===== config.mk =====
export PLATFORM = sky130hd
export DESIGN_NAME = lru_buffer_tags_with_pinning_unit
export DESIGN_NICKNAME = d
export VERILOG_FILES = /design/src/rtl/lbt_pkg.sv /design/src/rtl/lru_buffer_tags_with_pinning_unit.sv /design/src/rtl/lbt_cell.sv
export SDC_FILE = /design/constraint.sdc
export NUM_CORES = 1
export LEC_CHECK = 0
export BUFFER_PORTS_ARGS = -buffer_cell sky130_fd_sc_hd__buf_4
export CAP_MARGIN = 20
export CORE_ASPECT_RATIO = 1.2
export CORE_MARGIN = 3
export CORE_UTILIZATION = 50
export DETAILED_ROUTE_END_ITERATION = 12
export GPL_TIMING_DRIVEN = 0
export HOLD_SLACK_MARGIN = 0.02
export PLACE_DENSITY = 0.69
export REMOVE_ABC_BUFFERS = 1
export SYNTH_ARGS = -nofsm -noshare
export SYNTH_HDL_FRONTEND = slang
export SYNTH_SLANG_ARGS = --single-unit
export TNS_END_PERCENT = 10

===== constraint.sdc =====
create_clock -name clk -period 4.8 [get_ports clk]
set_input_delay 0.96 -clock clk [delete_from_list [all_inputs] [get_ports clk]]
set_output_delay 0.96 -clock clk [all_outputs]
set_load 0.005 [all_outputs]

===== src/rtl/lbt_pkg.sv =====
`default_nettype none
package lbt_pkg;

  localparam int CAPACITY = 16;
  localparam int FILE_W   = 8;
  localparam int BLOCK_W  = 24;
  localparam int SLOT_W   = $clog2(CAPACITY);
  localparam int RANK_W   = $clog2(CAPACITY);
  localparam int CNT_W    = $clog2(CAPACITY) + 1;
  localparam int OP_W     = 2;
  localparam int STATUS_W = 3;

  typedef enum logic [OP_W-1:0] {
    OP_ACCESS = 2'd0,
    OP_PIN    = 2'd1,
    OP_UNPIN  = 2'd2,
    OP_NONE   = 2'd3
  } op_t;

  typedef enum logic [STATUS_W-1:0] {
    ST_HIT      = 3'd0,
    ST_FILL     = 3'd1,
    ST_EVICT    = 3'd2,
    ST_OVERFLOW = 3'd3,
    ST_FOUND    = 3'd4,
    ST_ABSENT   = 3'd5
  } status_t;

  // update applied by the cells in the update phase of an item
  typedef enum logic [2:0] {
    UPD_IDLE  = 3'd0,
    UPD_PIN   = 3'd1,
    UPD_UNPIN = 3'd2,
    UPD_TOUCH = 3'd3,
    UPD_LOAD  = 3'd4
  } upd_t;

  // broadcast to every cell
  typedef struct packed {
    upd_t               kind;
    logic [CNT_W-1:0]   limit;
    logic [FILE_W-1:0]  file_id;
    logic [BLOCK_W-1:0] block_number;
  } lbt_cmd_t;

  // handed from one cell to the next
  typedef struct packed {
    logic                free_seen;
    logic [CAPACITY-1:0] unpinned_ranks;
  } lbt_chain_t;

  // lookup result of one cell
  typedef struct packed {
    logic               hit;
    logic               first_free;
    logic               unpinned;
    logic [RANK_W-1:0]  rank;
    logic [FILE_W-1:0]  file_id;
    logic [BLOCK_W-1:0] block_number;
  } lbt_look_t;

endpackage
`default_nettype wire


===== src/rtl/lru_buffer_tags_with_pinning_unit.sv =====
`default_nettype none
// Tag and replacement unit of a fully associative buffer pool with pinning.
// Issue a command on in_operation / in_file_id / in_block_number with start;
// it is taken at a clock edge where start is high and busy is low.
// Access (0) looks the tag up: a hit makes the entry most recent, a miss
// fills the lowest free slot while fewer than active_capacity are held,
// otherwise evicts the least recent unpinned entry and returns its tag for
// write-back. Pin (1) and unpin (2) set or clear the mark of a present entry.
// Operation 3 is dropped without a result.
// A command passes capture, lookup across the cell row and update; operation 3 ends after the lookup.
// The result appears for one cycle with out_valid on the cycle after the
// update; busy drops at the same time, so a new command may follow at once.
// The lookup walks the chain of sixteen cells, which carries
// the free-slot search and the unpinned-rank mask from cell to cell.
// The receiver cannot stall: each transfer on the result side lasts exactly
// one cycle. cfg_wr_en writes active_capacity (0 acts as 1, above 16 acts
// as 16); write it only while idle. Reset empties every slot, clears pins
// and sets active_capacity to 16.
module lru_buffer_tags_with_pinning_unit (
  input  wire                          clk,
  input  wire                          rst_n,
  input  wire                          start,
  output logic                         busy,
  input  wire  [lbt_pkg::OP_W-1:0]     in_operation,
  input  wire  [lbt_pkg::FILE_W-1:0]   in_file_id,
  input  wire  [lbt_pkg::BLOCK_W-1:0]  in_block_number,
  output logic                         out_valid,
  output logic [lbt_pkg::STATUS_W-1:0] out_status,
  output logic [lbt_pkg::SLOT_W-1:0]   out_slot,
  output logic [lbt_pkg::FILE_W-1:0]   out_evict_file_id,
  output logic [lbt_pkg::BLOCK_W-1:0]  out_evict_block_number,
  input  wire                          cfg_wr_en,
  input  wire  [lbt_pkg::CNT_W-1:0]    cfg_wr_data
);
  import lbt_pkg::*;

  typedef enum logic [2:0] {
    S_IDLE  = 3'b001,
    S_LOOK  = 3'b010,
    S_APPLY = 3'b100
  } state_t;

  state_t              state_r, state_nxt;
  op_t                 op_r;
  logic [FILE_W-1:0]   file_r;
  logic [BLOCK_W-1:0]  block_r;
  logic [CNT_W-1:0]    cap_r;
  logic [CNT_W-1:0]    held_r;

  // lookup results held for the update phase
  upd_t                upd_r;
  logic [CNT_W-1:0]    limit_r;
  logic [CAPACITY-1:0] sel_r;
  status_t             status_r;
  logic [SLOT_W-1:0]   slot_r;

  logic                out_valid_r;
  status_t             out_status_r;
  logic [SLOT_W-1:0]   out_slot_r;
  logic [FILE_W-1:0]   out_file_r;
  logic [BLOCK_W-1:0]  out_block_r;

  lbt_cmd_t            cmd;
  lbt_chain_t          chain [CAPACITY+1];
  lbt_look_t           look  [CAPACITY];
  logic [CAPACITY-1:0] sel_vec;

  logic [CAPACITY-1:0] hit_vec, free_vec, victim_vec;
  logic [RANK_W-1:0]   hit_rank, victim_rank;
  logic [SLOT_W-1:0]   hit_slot, free_slot, victim_slot;
  logic [CNT_W-1:0]    cap_eff;
  logic [FILE_W-1:0]   sel_file;
  logic [BLOCK_W-1:0]  sel_block;

  assign busy = (state_r != S_IDLE);

  // row of cells; the chain carries the free search and the rank mask
  assign chain[0].free_seen      = 1'b0;
  assign chain[0].unpinned_ranks = '0;

  assign cmd.kind         = (state_r == S_APPLY) ? upd_r : UPD_IDLE;
  assign cmd.limit        = limit_r;
  assign cmd.file_id      = file_r;
  assign cmd.block_number = block_r;
  assign sel_vec          = sel_r;

  for (genvar g = 0; g < CAPACITY; g++) begin : g_cell
    lbt_cell u_cell (
      .clk       (clk),
      .rst_n     (rst_n),
      .cmd       (cmd),
      .sel       (sel_vec[g]),
      .chain_in  (chain[g]),
      .chain_out (chain[g+1]),
      .look      (look[g])
    );
  end

  // reduce the cell lookups
  always_comb begin
    hit_rank    = '0;
    hit_slot    = '0;
    free_slot   = '0;
    victim_rank = '0;
    victim_slot = '0;
    sel_file    = '0;
    sel_block   = '0;
    for (int i = 0; i < CAPACITY; i++) begin
      if (chain[CAPACITY].unpinned_ranks[i]) victim_rank = RANK_W'(i);
    end
    for (int i = 0; i < CAPACITY; i++) begin
      hit_vec[i]    = look[i].hit;
      free_vec[i]   = look[i].first_free;
      victim_vec[i] = look[i].unpinned && (look[i].rank == victim_rank);
      hit_rank      = hit_rank | (look[i].rank & {RANK_W{hit_vec[i]}});
      hit_slot      = hit_slot | (SLOT_W'(i) & {SLOT_W{hit_vec[i]}});
      free_slot     = free_slot | (SLOT_W'(i) & {SLOT_W{free_vec[i]}});
      victim_slot   = victim_slot | (SLOT_W'(i) & {SLOT_W{victim_vec[i]}});
      sel_file      = sel_file | (look[i].file_id & {FILE_W{sel_r[i]}});
      sel_block     = sel_block | (look[i].block_number & {BLOCK_W{sel_r[i]}});
    end
  end

  always_comb begin
    if (cap_r == '0) begin
      cap_eff = CNT_W'(1);
    end else if (cap_r > CNT_W'(CAPACITY)) begin
      cap_eff = CNT_W'(CAPACITY);
    end else begin
      cap_eff = cap_r;
    end
  end

  always_comb begin
    state_nxt = state_r;
    unique case (state_r)
      S_IDLE:  if (start) state_nxt = S_LOOK;
      S_LOOK:  state_nxt = (op_r == OP_NONE) ? S_IDLE : S_APPLY;
      S_APPLY: state_nxt = S_IDLE;
      default: state_nxt = S_IDLE;
    endcase
  end

  always_ff @(posedge clk) begin
    if (!rst_n) begin
      state_r     <= S_IDLE;
      cap_r       <= CNT_W'(CAPACITY);
      held_r      <= '0;
      out_valid_r <= 1'b0;
      upd_r       <= UPD_IDLE;
    end else begin
      state_r     <= state_nxt;
      out_valid_r <= (state_r == S_APPLY);
      if (cfg_wr_en) cap_r <= cfg_wr_data;
      if (state_r == S_APPLY && upd_r == UPD_LOAD && status_r == ST_FILL) begin
        held_r <= held_r + 1'b1;
      end
      // decide the update from the lookup
      if (state_r == S_LOOK) begin
        case (op_r)
          OP_PIN:   upd_r <= (|hit_vec) ? UPD_PIN : UPD_IDLE;
          OP_UNPIN: upd_r <= (|hit_vec) ? UPD_UNPIN : UPD_IDLE;
          OP_ACCESS: begin
            if (|hit_vec) begin
              upd_r <= UPD_TOUCH;
            end else if (held_r < cap_eff || (|chain[CAPACITY].unpinned_ranks)) begin
              upd_r <= UPD_LOAD;
            end else begin
              upd_r <= UPD_IDLE;
            end
          end
          default: upd_r <= UPD_IDLE;
        endcase
      end
    end
  end

  // capture the command, hold the lookup outcome, register the result
  always_ff @(posedge clk) begin
    if (state_r == S_IDLE && start) begin
      op_r    <= op_t'(in_operation);
      file_r  <= in_file_id;
      block_r <= in_block_number;
    end
    if (state_r == S_LOOK) begin
      sel_r    <= '0;
      limit_r  <= '0;
      slot_r   <= '0;
      if (op_r == OP_PIN || op_r == OP_UNPIN) begin
        if (|hit_vec) begin
          status_r <= ST_FOUND;
          sel_r    <= hit_vec;
          slot_r   <= hit_slot;
        end else begin
          status_r <= ST_ABSENT;
        end
      end else if (|hit_vec) begin
        status_r <= ST_HIT;
        sel_r    <= hit_vec;
        slot_r   <= hit_slot;
        limit_r  <= {1'b0, hit_rank};
      end else if (held_r < cap_eff) begin
        status_r <= ST_FILL;
        sel_r    <= free_vec;
        slot_r   <= free_slot;
        limit_r  <= CNT_W'(CAPACITY);
      end else if (|chain[CAPACITY].unpinned_ranks) begin
        status_r <= ST_EVICT;
        sel_r    <= victim_vec;
        slot_r   <= victim_slot;
        limit_r  <= {1'b0, victim_rank};
      end else begin
        status_r <= ST_OVERFLOW;
      end
    end
    if (state_r == S_APPLY) begin
      out_status_r <= status_r;
      out_slot_r   <= slot_r;
      // cells still hold the old tag here: read it out for write-back
      out_file_r   <= (status_r == ST_EVICT) ? sel_file : '0;
      out_block_r  <= (status_r == ST_EVICT) ? sel_block : '0;
    end
  end

  assign out_valid              = out_valid_r;
  assign out_status             = out_status_r;
  assign out_slot               = out_slot_r;
  assign out_evict_file_id      = out_file_r;
  assign out_evict_block_number = out_block_r;

endmodule
`default_nettype wire


===== src/rtl/lbt_cell.sv =====
`default_nettype none
module lbt_cell (
  input  wire                 clk,
  input  wire                 rst_n,
  input  lbt_pkg::lbt_cmd_t   cmd,
  input  wire                 sel,
  input  lbt_pkg::lbt_chain_t chain_in,
  output lbt_pkg::lbt_chain_t chain_out,
  output lbt_pkg::lbt_look_t  look
);
  import lbt_pkg::*;

  logic               valid_r;
  logic               pinned_r;
  logic [RANK_W-1:0]  rank_r;
  logic [FILE_W-1:0]  file_r;
  logic [BLOCK_W-1:0] block_r;
  logic [CAPACITY-1:0] rank_bit;

  always_comb begin
    rank_bit         = '0;
    rank_bit[rank_r] = valid_r & ~pinned_r;
  end

  assign chain_out.free_seen      = chain_in.free_seen | ~valid_r;
  assign chain_out.unpinned_ranks = chain_in.unpinned_ranks | rank_bit;

  assign look.hit          = valid_r && (file_r == cmd.file_id) && (block_r == cmd.block_number);
  assign look.first_free   = ~valid_r & ~chain_in.free_seen;
  assign look.unpinned     = valid_r & ~pinned_r;
  assign look.rank         = rank_r;
  assign look.file_id      = file_r;
  assign look.block_number = block_r;

  always_ff @(posedge clk) begin
    if (!rst_n) begin
      valid_r  <= 1'b0;
      pinned_r <= 1'b0;
    end else begin
      case (cmd.kind)
        UPD_PIN:   if (sel) pinned_r <= 1'b1;
        UPD_UNPIN: if (sel) pinned_r <= 1'b0;
        UPD_LOAD: if (sel) begin
          valid_r  <= 1'b1;
          pinned_r <= 1'b0;
        end
        default: ;
      endcase
    end
  end

  // age the more recent entries, make the selected one most recent
  always_ff @(posedge clk) begin
    if (cmd.kind == UPD_TOUCH || cmd.kind == UPD_LOAD) begin
      if (sel) begin
        rank_r <= '0;
      end else if (valid_r && ({1'b0, rank_r} < cmd.limit)) begin
        rank_r <= rank_r + 1'b1;
      end
    end
    if (cmd.kind == UPD_LOAD && sel) begin
      file_r  <= cmd.file_id;
      block_r <= cmd.block_number;
    end
  end

endmodule
`default_nettype wire

; Word level (Yosys, flattened, before mapping)
; Cells that the tools add are included.
[op_classes]
add_sub_neg = 17
magnitude_cmp = 50
eq_ne = 95
n_mux = 140
bitwise_logic = 257
reduce_logical = 173
[ops]
columns = op, n
row1 = AND 24 bit, 16
row2 = equality test 24 bit, 16
row3 = bitwise OR 24 bit, 15
row4 = AND 16 bit, 16
row5 = bitwise OR 16 bit, 15
row6 = bitwise OR 4 bit, 36
row7 = AND 8 bit, 16
row8 = equality test 8 bit, 16
row9 = 2-to-1 mux 4 bit, 31
row10 = bitwise OR 8 bit, 15
row11 = logical AND 1 bit, 99
row12 = < comparator 4 x 5 -> 1 bit, 16
row13 = < comparator 4 x 5 -> 1 bit (second input constant), 16
row14 = 2-to-1 mux 16 bit, 5
row15 = adder 4 x 1 -> 4 bit (second input constant), 16
row16 = AND 4 bit, 16
row17 = demux 1 bit (select 4 bit), 16
row18 = equality test 4 bit, 16
row19 = greater-or-equal comparator 4 x 1 -> 1 bit (second input constant), 16
row20 = AND reduction 2 bit, 32
row21 = 2-to-1 mux 1 bit, 52
row22 = AND reduction 3 bit, 16
row23 = NOT 1 bit, 46
row24 = inequality test 2 bit (second input constant), 17
row25 = other kinds (30), 161
[totals]
regBits = 726

; Depth between registers and ports, before layout
[logic_depth]
depth_word = 55
ltp_mapped = 15
mapped_depth_nobuf = 12

; Cells and area by module
; Synthesis repeated with hierarchy kept, for this count alone.
[hier_totals]
cells_unflattened = 3329
hier_area_um2 = 39786.9
[modules_own_cells]
columns = module, n_inst, cells_per_inst, area_each_um2
row1 = lbt_cell (g_cell[10].u_cell ...), 15, 148, 1921.8
row2 = lru_buffer_tags_with_pinning_unit, 1, 960, 9027.4
row3 = lbt_cell (g_cell[0].u_cell), 1, 149, 1931.9

; Least setup slack after synthesis
; No wires, ideal clock.
[synth_path]
path_kind = register to register
startpoint = register block_r[2]
endpoint = register sel_r[8] (data pin)
arrival_ps = 3253
required_ps = 4541
setup_slack_ps = 1289
path_stages_with_launch = 14
cell_sequence = edfxtp_1 > buf_2 > buf_2 > xnor2_1 > nand2_1 > or3b_2 > nor4_1 > nor3_1 > nand4_1 > nor2_1 > nand2_1 > nor2_1 > clkbuf_1 > a211o_1
[synth_between]
elab_chain_len = 5
elab_cells_between_ends = 36
classes_between = 16 x eq/ne / 3 x mux / 17 x reduce/logical
[synth_lines]
columns = item, line_no
row1 = from (decl), lru_buffer_tags_with_pinning_unit.sv:46  ; logic [BLOCK_W-1:0] block_r;
row2 = from (signal assigned), lru_buffer_tags_with_pinning_unit.sv:183  ; block_r <= in_block_number;
row3 = equality test 24 bit, lbt_cell.sv:28  ; assign look.hit = valid_r && (file_r == cmd.file_id) && (block_r == cmd.block_number);
row4 = logical AND 1 bit, lbt_cell.sv:28
row5 = OR reduction 16 bit, "lru_buffer_tags_with_pinning_unit.sv:190, lru_buffer_tags_with_pinning_unit.sv:197"
row6 = "2-to-1 mux 16 bit, on equally long branches", "lru_buffer_tags_with_pinning_unit.sv:197, lru_buffer_tags_with_pinning_unit.sv:190"
row7 = 2-to-1 mux 16 bit *, lru_buffer_tags_with_pinning_unit.sv:189  ; if (op_r == OP_PIN || op_r == OP_UNPIN) begin
row8 = to (signal assigned), lru_buffer_tags_with_pinning_unit.sv:192  ; sel_r <= hit_vec;
row9 = to (signal assigned), lru_buffer_tags_with_pinning_unit.sv:199  ; sel_r <= hit_vec;
row10 = to (signal assigned), lru_buffer_tags_with_pinning_unit.sv:204  ; sel_r <= free_vec;
row11 = to (decl), lru_buffer_tags_with_pinning_unit.sv:53  ; logic [CAPACITY-1:0] sel_r;
; Mark *: on every way between the ends. The rest lies on a longest branch, timed or not.
; A chain may end at the register's enable or synchronous reset.

; Final worst setup path
[layout_path]
startpoint = register block_r[19]
endpoint = register slot_r[0] (data pin)
[layout_between]
elab_chain_len = 18
elab_cells_between_ends = 50
classes_between = 16 x eq/ne / 3 x mux / 14 x bitwise / 17 x reduce/logical
[layout_lines]
columns = item, line_no
row1 = equality test 24 bit, lbt_cell.sv:28
row2 = logical AND 1 bit, lbt_cell.sv:28
row3 = bitwise OR 1 x 2 -> 2 bit, lru_buffer_tags_with_pinning_unit.sv:116  ; hit_slot = hit_slot | (SLOT_W'(i) & {SLOT_W{hit_vec[i]}});
row4 = bitwise OR 2 bit, lru_buffer_tags_with_pinning_unit.sv:116
row5 = bitwise OR 2 x 3 -> 3 bit, lru_buffer_tags_with_pinning_unit.sv:116
row6 = bitwise OR 3 bit (3 in series), lru_buffer_tags_with_pinning_unit.sv:116
row7 = bitwise OR 3 x 4 -> 4 bit, lru_buffer_tags_with_pinning_unit.sv:116
row8 = bitwise OR 4 bit (7 in series), lru_buffer_tags_with_pinning_unit.sv:116
row9 = "2-to-1 mux 4 bit, on equally long branches", "lru_buffer_tags_with_pinning_unit.sv:197, lru_buffer_tags_with_pinning_unit.sv:190"
row10 = 2-to-1 mux 4 bit *, lru_buffer_tags_with_pinning_unit.sv:189
row11 = to (signal assigned), lru_buffer_tags_with_pinning_unit.sv:193  ; slot_r <= hit_slot;
row12 = to (signal assigned), lru_buffer_tags_with_pinning_unit.sv:200  ; slot_r <= hit_slot;
row13 = to (signal assigned), lru_buffer_tags_with_pinning_unit.sv:205  ; slot_r <= free_slot;
row14 = to (decl), lru_buffer_tags_with_pinning_unit.sv:55  ; logic [SLOT_W-1:0] slot_r;
; Marks and branches as above.

==> qor.txt <==
Design Power -> 14.6 mW
Worst-path clk slew -> 0.06 ns
die width -> 263 um
GR Overflow Total -> 0
cell with the most instances after synthesis -> edfxtp_1
VDD IR-drop max -> 405 uV
Worst setup EP type -> flip-flop
worst-path fanout max -> 22
Core Rows -> 112
H-tree depth -> 3
largest net degree at the start of global routing -> 49
post-synthesis register bit count -> 726
relative slew slack -> 6.03%
Final #Nets -> 3585
number of buffers created by CTS -> 77
Final period util -> 104%
Seq/Total Area, Yosys -> 53.7%
post-route minimum period -> 5.00 ns
Max Root-Sink Buffers -> 3
Mapped Cells -> 3273
reg2reg setup slack -> -0.20 ns
most used flip-flop cell after synthesis -> edfxtp_1
CTS sink count -> 726
core footprint -> 78200 um2
hold path startpoint -> slot_r[3]$_DFFE_PN_
worst clock skew -> 0.0290 ns
Max Cap Viol -> 0
Final WS setup -> -0.198 ns
Comb pwr share -> 8.0%
Port Buffer Count -> 83
crit path DAT -> 5.32 ns
Synthesis Warnings -> 0
DR iter-0 viols -> 5698
worst min path class -> flip-flop to flip-flop
FILL cells -> 6066
CTS root buf -> clkbuf_16
unique cell type count in the Yosys netlist -> 90
Critical Path Source Type -> flip-flop
R2R cell count -> 13
failing checks -> negative setup slack
Total GRT Usage -> 46.5%
hold depth -> 0
chip height -> 315 um
HPWL after DPL -> 149000 um
Synth-to-Final Area Change -> 18.5%
EDFF count, synth -> 677
GP Congestion -> 1.06
most frequent cells after synthesis -> 677 x edfxtp_1, 386 x xor2_1, 216 x xnor2_1, 158 x a22oi_1, 137 x nor4_1
TritonCTS clock tree -> yes
Area contributors post-synth -> edfxtp_1 51%, xor2_1 8.5%, xnor2_1 4.8%, ha_1 3.8%, a22oi_1 3.0%
Worst Tran Pin Value -> 1.40 ns
WL final -> 196000 um
ys async rst share -> 0%
RSZ-0062 raised after global routing -> true
WHS -> 0.430 ns
Int Power -> 11.1 mW
critical path class -> flip-flop to flip-flop
largest area contributor in the netlist -> edfxtp_1
DIE AREA -> 82800 um2
leakage -> 16.6 nW
routed wire length per instance -> 43.5 um
Slew Viols, Final -> 0
Ports -> 84
effective utilization at floorplan -> 50.7%
# setup viols final -> 6
Switch Pwr -> 3.56 mW
first-pass GRT wire length -> 265000 um
outcome -> complete, but fails checks
area share of the largest cell type after synthesis -> 51.3%
Seq pwr share -> 48.1%
Max Clk Rate -> 200 MHz
Pre-antenna DRT Iters -> 6
DRC violations left -> 0
Clock power frac -> 44.0%
R2R Path End -> slot_r[0]$_DFFE_PN_
initial antenna violation count -> 8
average vias per placed instance -> 7.30
Netlist Area Pre-Place -> 39700 um2
Syn Area/Cell -> 12.1 um2
latest clock arrival within the worst-skew pair -> 0.65 ns
PwrDens -> 311 nW/um2
R2R Path Start -> block_r[19]$_DFFE_PP_
DR vias -> 33000
end of the worst hold path -> out_slot[3]$_DFFE_PP_
final antenna-violating net count -> 0
share of cells above drive strength 1 -> 15.3%
Data required, critical path -> 5.12 ns
final hold violation count -> 0
vias in the first global route -> 31700
switch share -> 24.3%
[state kept, by name (all words and copies together) (netlist names), 2 cells and up]
name and cells:
slot_r 4, g_cell.u_cell.file_r 128, state_r 3, file_r 8, out_evict_block_number 24, g_cell.u_cell.valid_r 16, g_cell.u_cell.pinned_r 16, g_cell.u_cell.block_r 384
sel_r 16, status_r 3, out_slot 4, op_r 2, out_evict_file_id 8, limit_r 5, cap_r 5, block_r 24
held_r 5, out_status 3, upd_r 3, g_cell.u_cell.rank_r 64
[placed cells by master, fill, tap and decap left out, drive strengths merged, types with 52 or more instances in the layout]
cell,n
edfxtp,677
xor2,386
buf,272
xnor2,216
a22oi,158
nor4,143
nand2,132
nor2,130
ha,122
a22o,113
a221oi,108
nand4,99
clkbuf,84
inv,78
a21oi,67
nand3,62
nor3,57
and3,54
o21ai,52
[area by class of cell]
cell class / instances / area (um2) / share of cell area, %
antenna: 6 / 15.0 / 0.0319
clock buffer: 83 / 2000 / 4.26
clock inverter: 57 / 656 / 1.39
inverter: 73 / 274 / 0.583
multi-input combinational: 2268 / 17600 / 37.4
sequential: 726 / 21300 / 45.3
tap: 1026 / 1280 / 2.73
timing repair buffer: 274 / 3900 / 8.29
[power by group through the flow]
stage	Clock, mW	Combinational (mW)	Sequential, mW
2_1_floorplan	0	0.335	7.25
3_3_place_gp	0	0.659	7.39
3_5_place_dp	0	1.01	7.20
4_1_cts	6.38	1.08	7.03
5_1_grt	6.63	1.16	7.03
6_report	6.43	1.17	7.03
[worst max-delay path: stages, from the launching register on]
cell and delay (ns):
edfxtp_1 0.84, buf_16 0.26, xor2_1 0.09, nor4_1 1.11
nand4_1 0.45, nor4_2 0.25, buf_4 0.26, nor3_1 0.09
nand4_1 0.23, nor3_2 0.10, nand2_2 0.28, inv_1 0.21
a21oi_1 0.25, o211ai_1 0.24
[worst max path at each step]
stage                     depth (start not counted)                                 startpoint                   to  slack, ns
after global routing                             14   g_cell[1].u_cell.rank_r[1]$_SDFFCE_PP0P_  slot_r[3]$_DFFE_PN_      -0.01
after global placement                           11     g_cell[12].u_cell.valid_r$_SDFFE_PN0P_  slot_r[0]$_DFFE_PN_      -4.14
after detailed placement                         13  g_cell[12].u_cell.rank_r[0]$_SDFFCE_PP0P_  slot_r[0]$_DFFE_PN_      -0.71
after CTS                                        15   g_cell[1].u_cell.rank_r[1]$_SDFFCE_PP0P_  slot_r[0]$_DFFE_PN_      0.008
after floorplan                                  11   g_cell[8].u_cell.rank_r[2]$_SDFFCE_PP0P_  slot_r[0]$_DFFE_PN_       0.12
final                                            13                      block_r[19]$_DFFE_PP_  slot_r[0]$_DFFE_PN_      -0.20
[layer usage]
metal | GRT usage (%) | vias to the layer above | routed length, um
met5 | 0.235 | - | 0
met2 | 73.5 | 3033 | 88100
li1 | - | 13000 | -
met3 | 12.5 | 929 | 21600
met4 | 48.2 | 0 | 26900
met1 | 49.0 | 16000 | 59400
[stage by stage]
| step | std cells | setup TNS [ns] | setup slack, ns | cell area [um2] | utilization [%] |
|---|---|---|---|---|---|
| 2_1_floorplan | 3067 | 0 | 0.116 | 38700 | - |
| 3_3_place_gp | 4176 | -161.36 | -4.14 | 40600 | 51.9 |
| 3_5_place_dp | 4300 | -7.16 | -0.706 | 43400 | 55.5 |
| 4_1_cts | 4484 | 0 | 0.00776 | 46600 | 59.6 |
| 5_1_grt | 4508 | -0.0152 | -0.0109 | 47000 | 60.1 |
| 6_report | 4513 | -0.566 | -0.198 | 47000 | 60.1 |
[cells by family (layout without fill, tap and decap cells)]
group,count (synthesis),after routing,synth area share (%)
AND/OR/NAND/NOR,900,900,13.6
flip-flops,726,726,53.7
AO/OA/AOI/OAI,638,638,12.2
XOR/XNOR,602,602,13.3
buffers and inverters,279,487,3.09
adder cells (fa/ha/maj),122,122,3.85
multiplexers,6,6,0.155
other,0,6,0
[timing repair]
action                                  CTS  global route
hold buffers                              0             0
endpoints found under the setup margin   21            11
setup buffers                            44            15
resized for setup                        27            25
pin swaps                                11            13
cloned                                    0             0
Note: power is estimated with default switching activity, not from simulation.
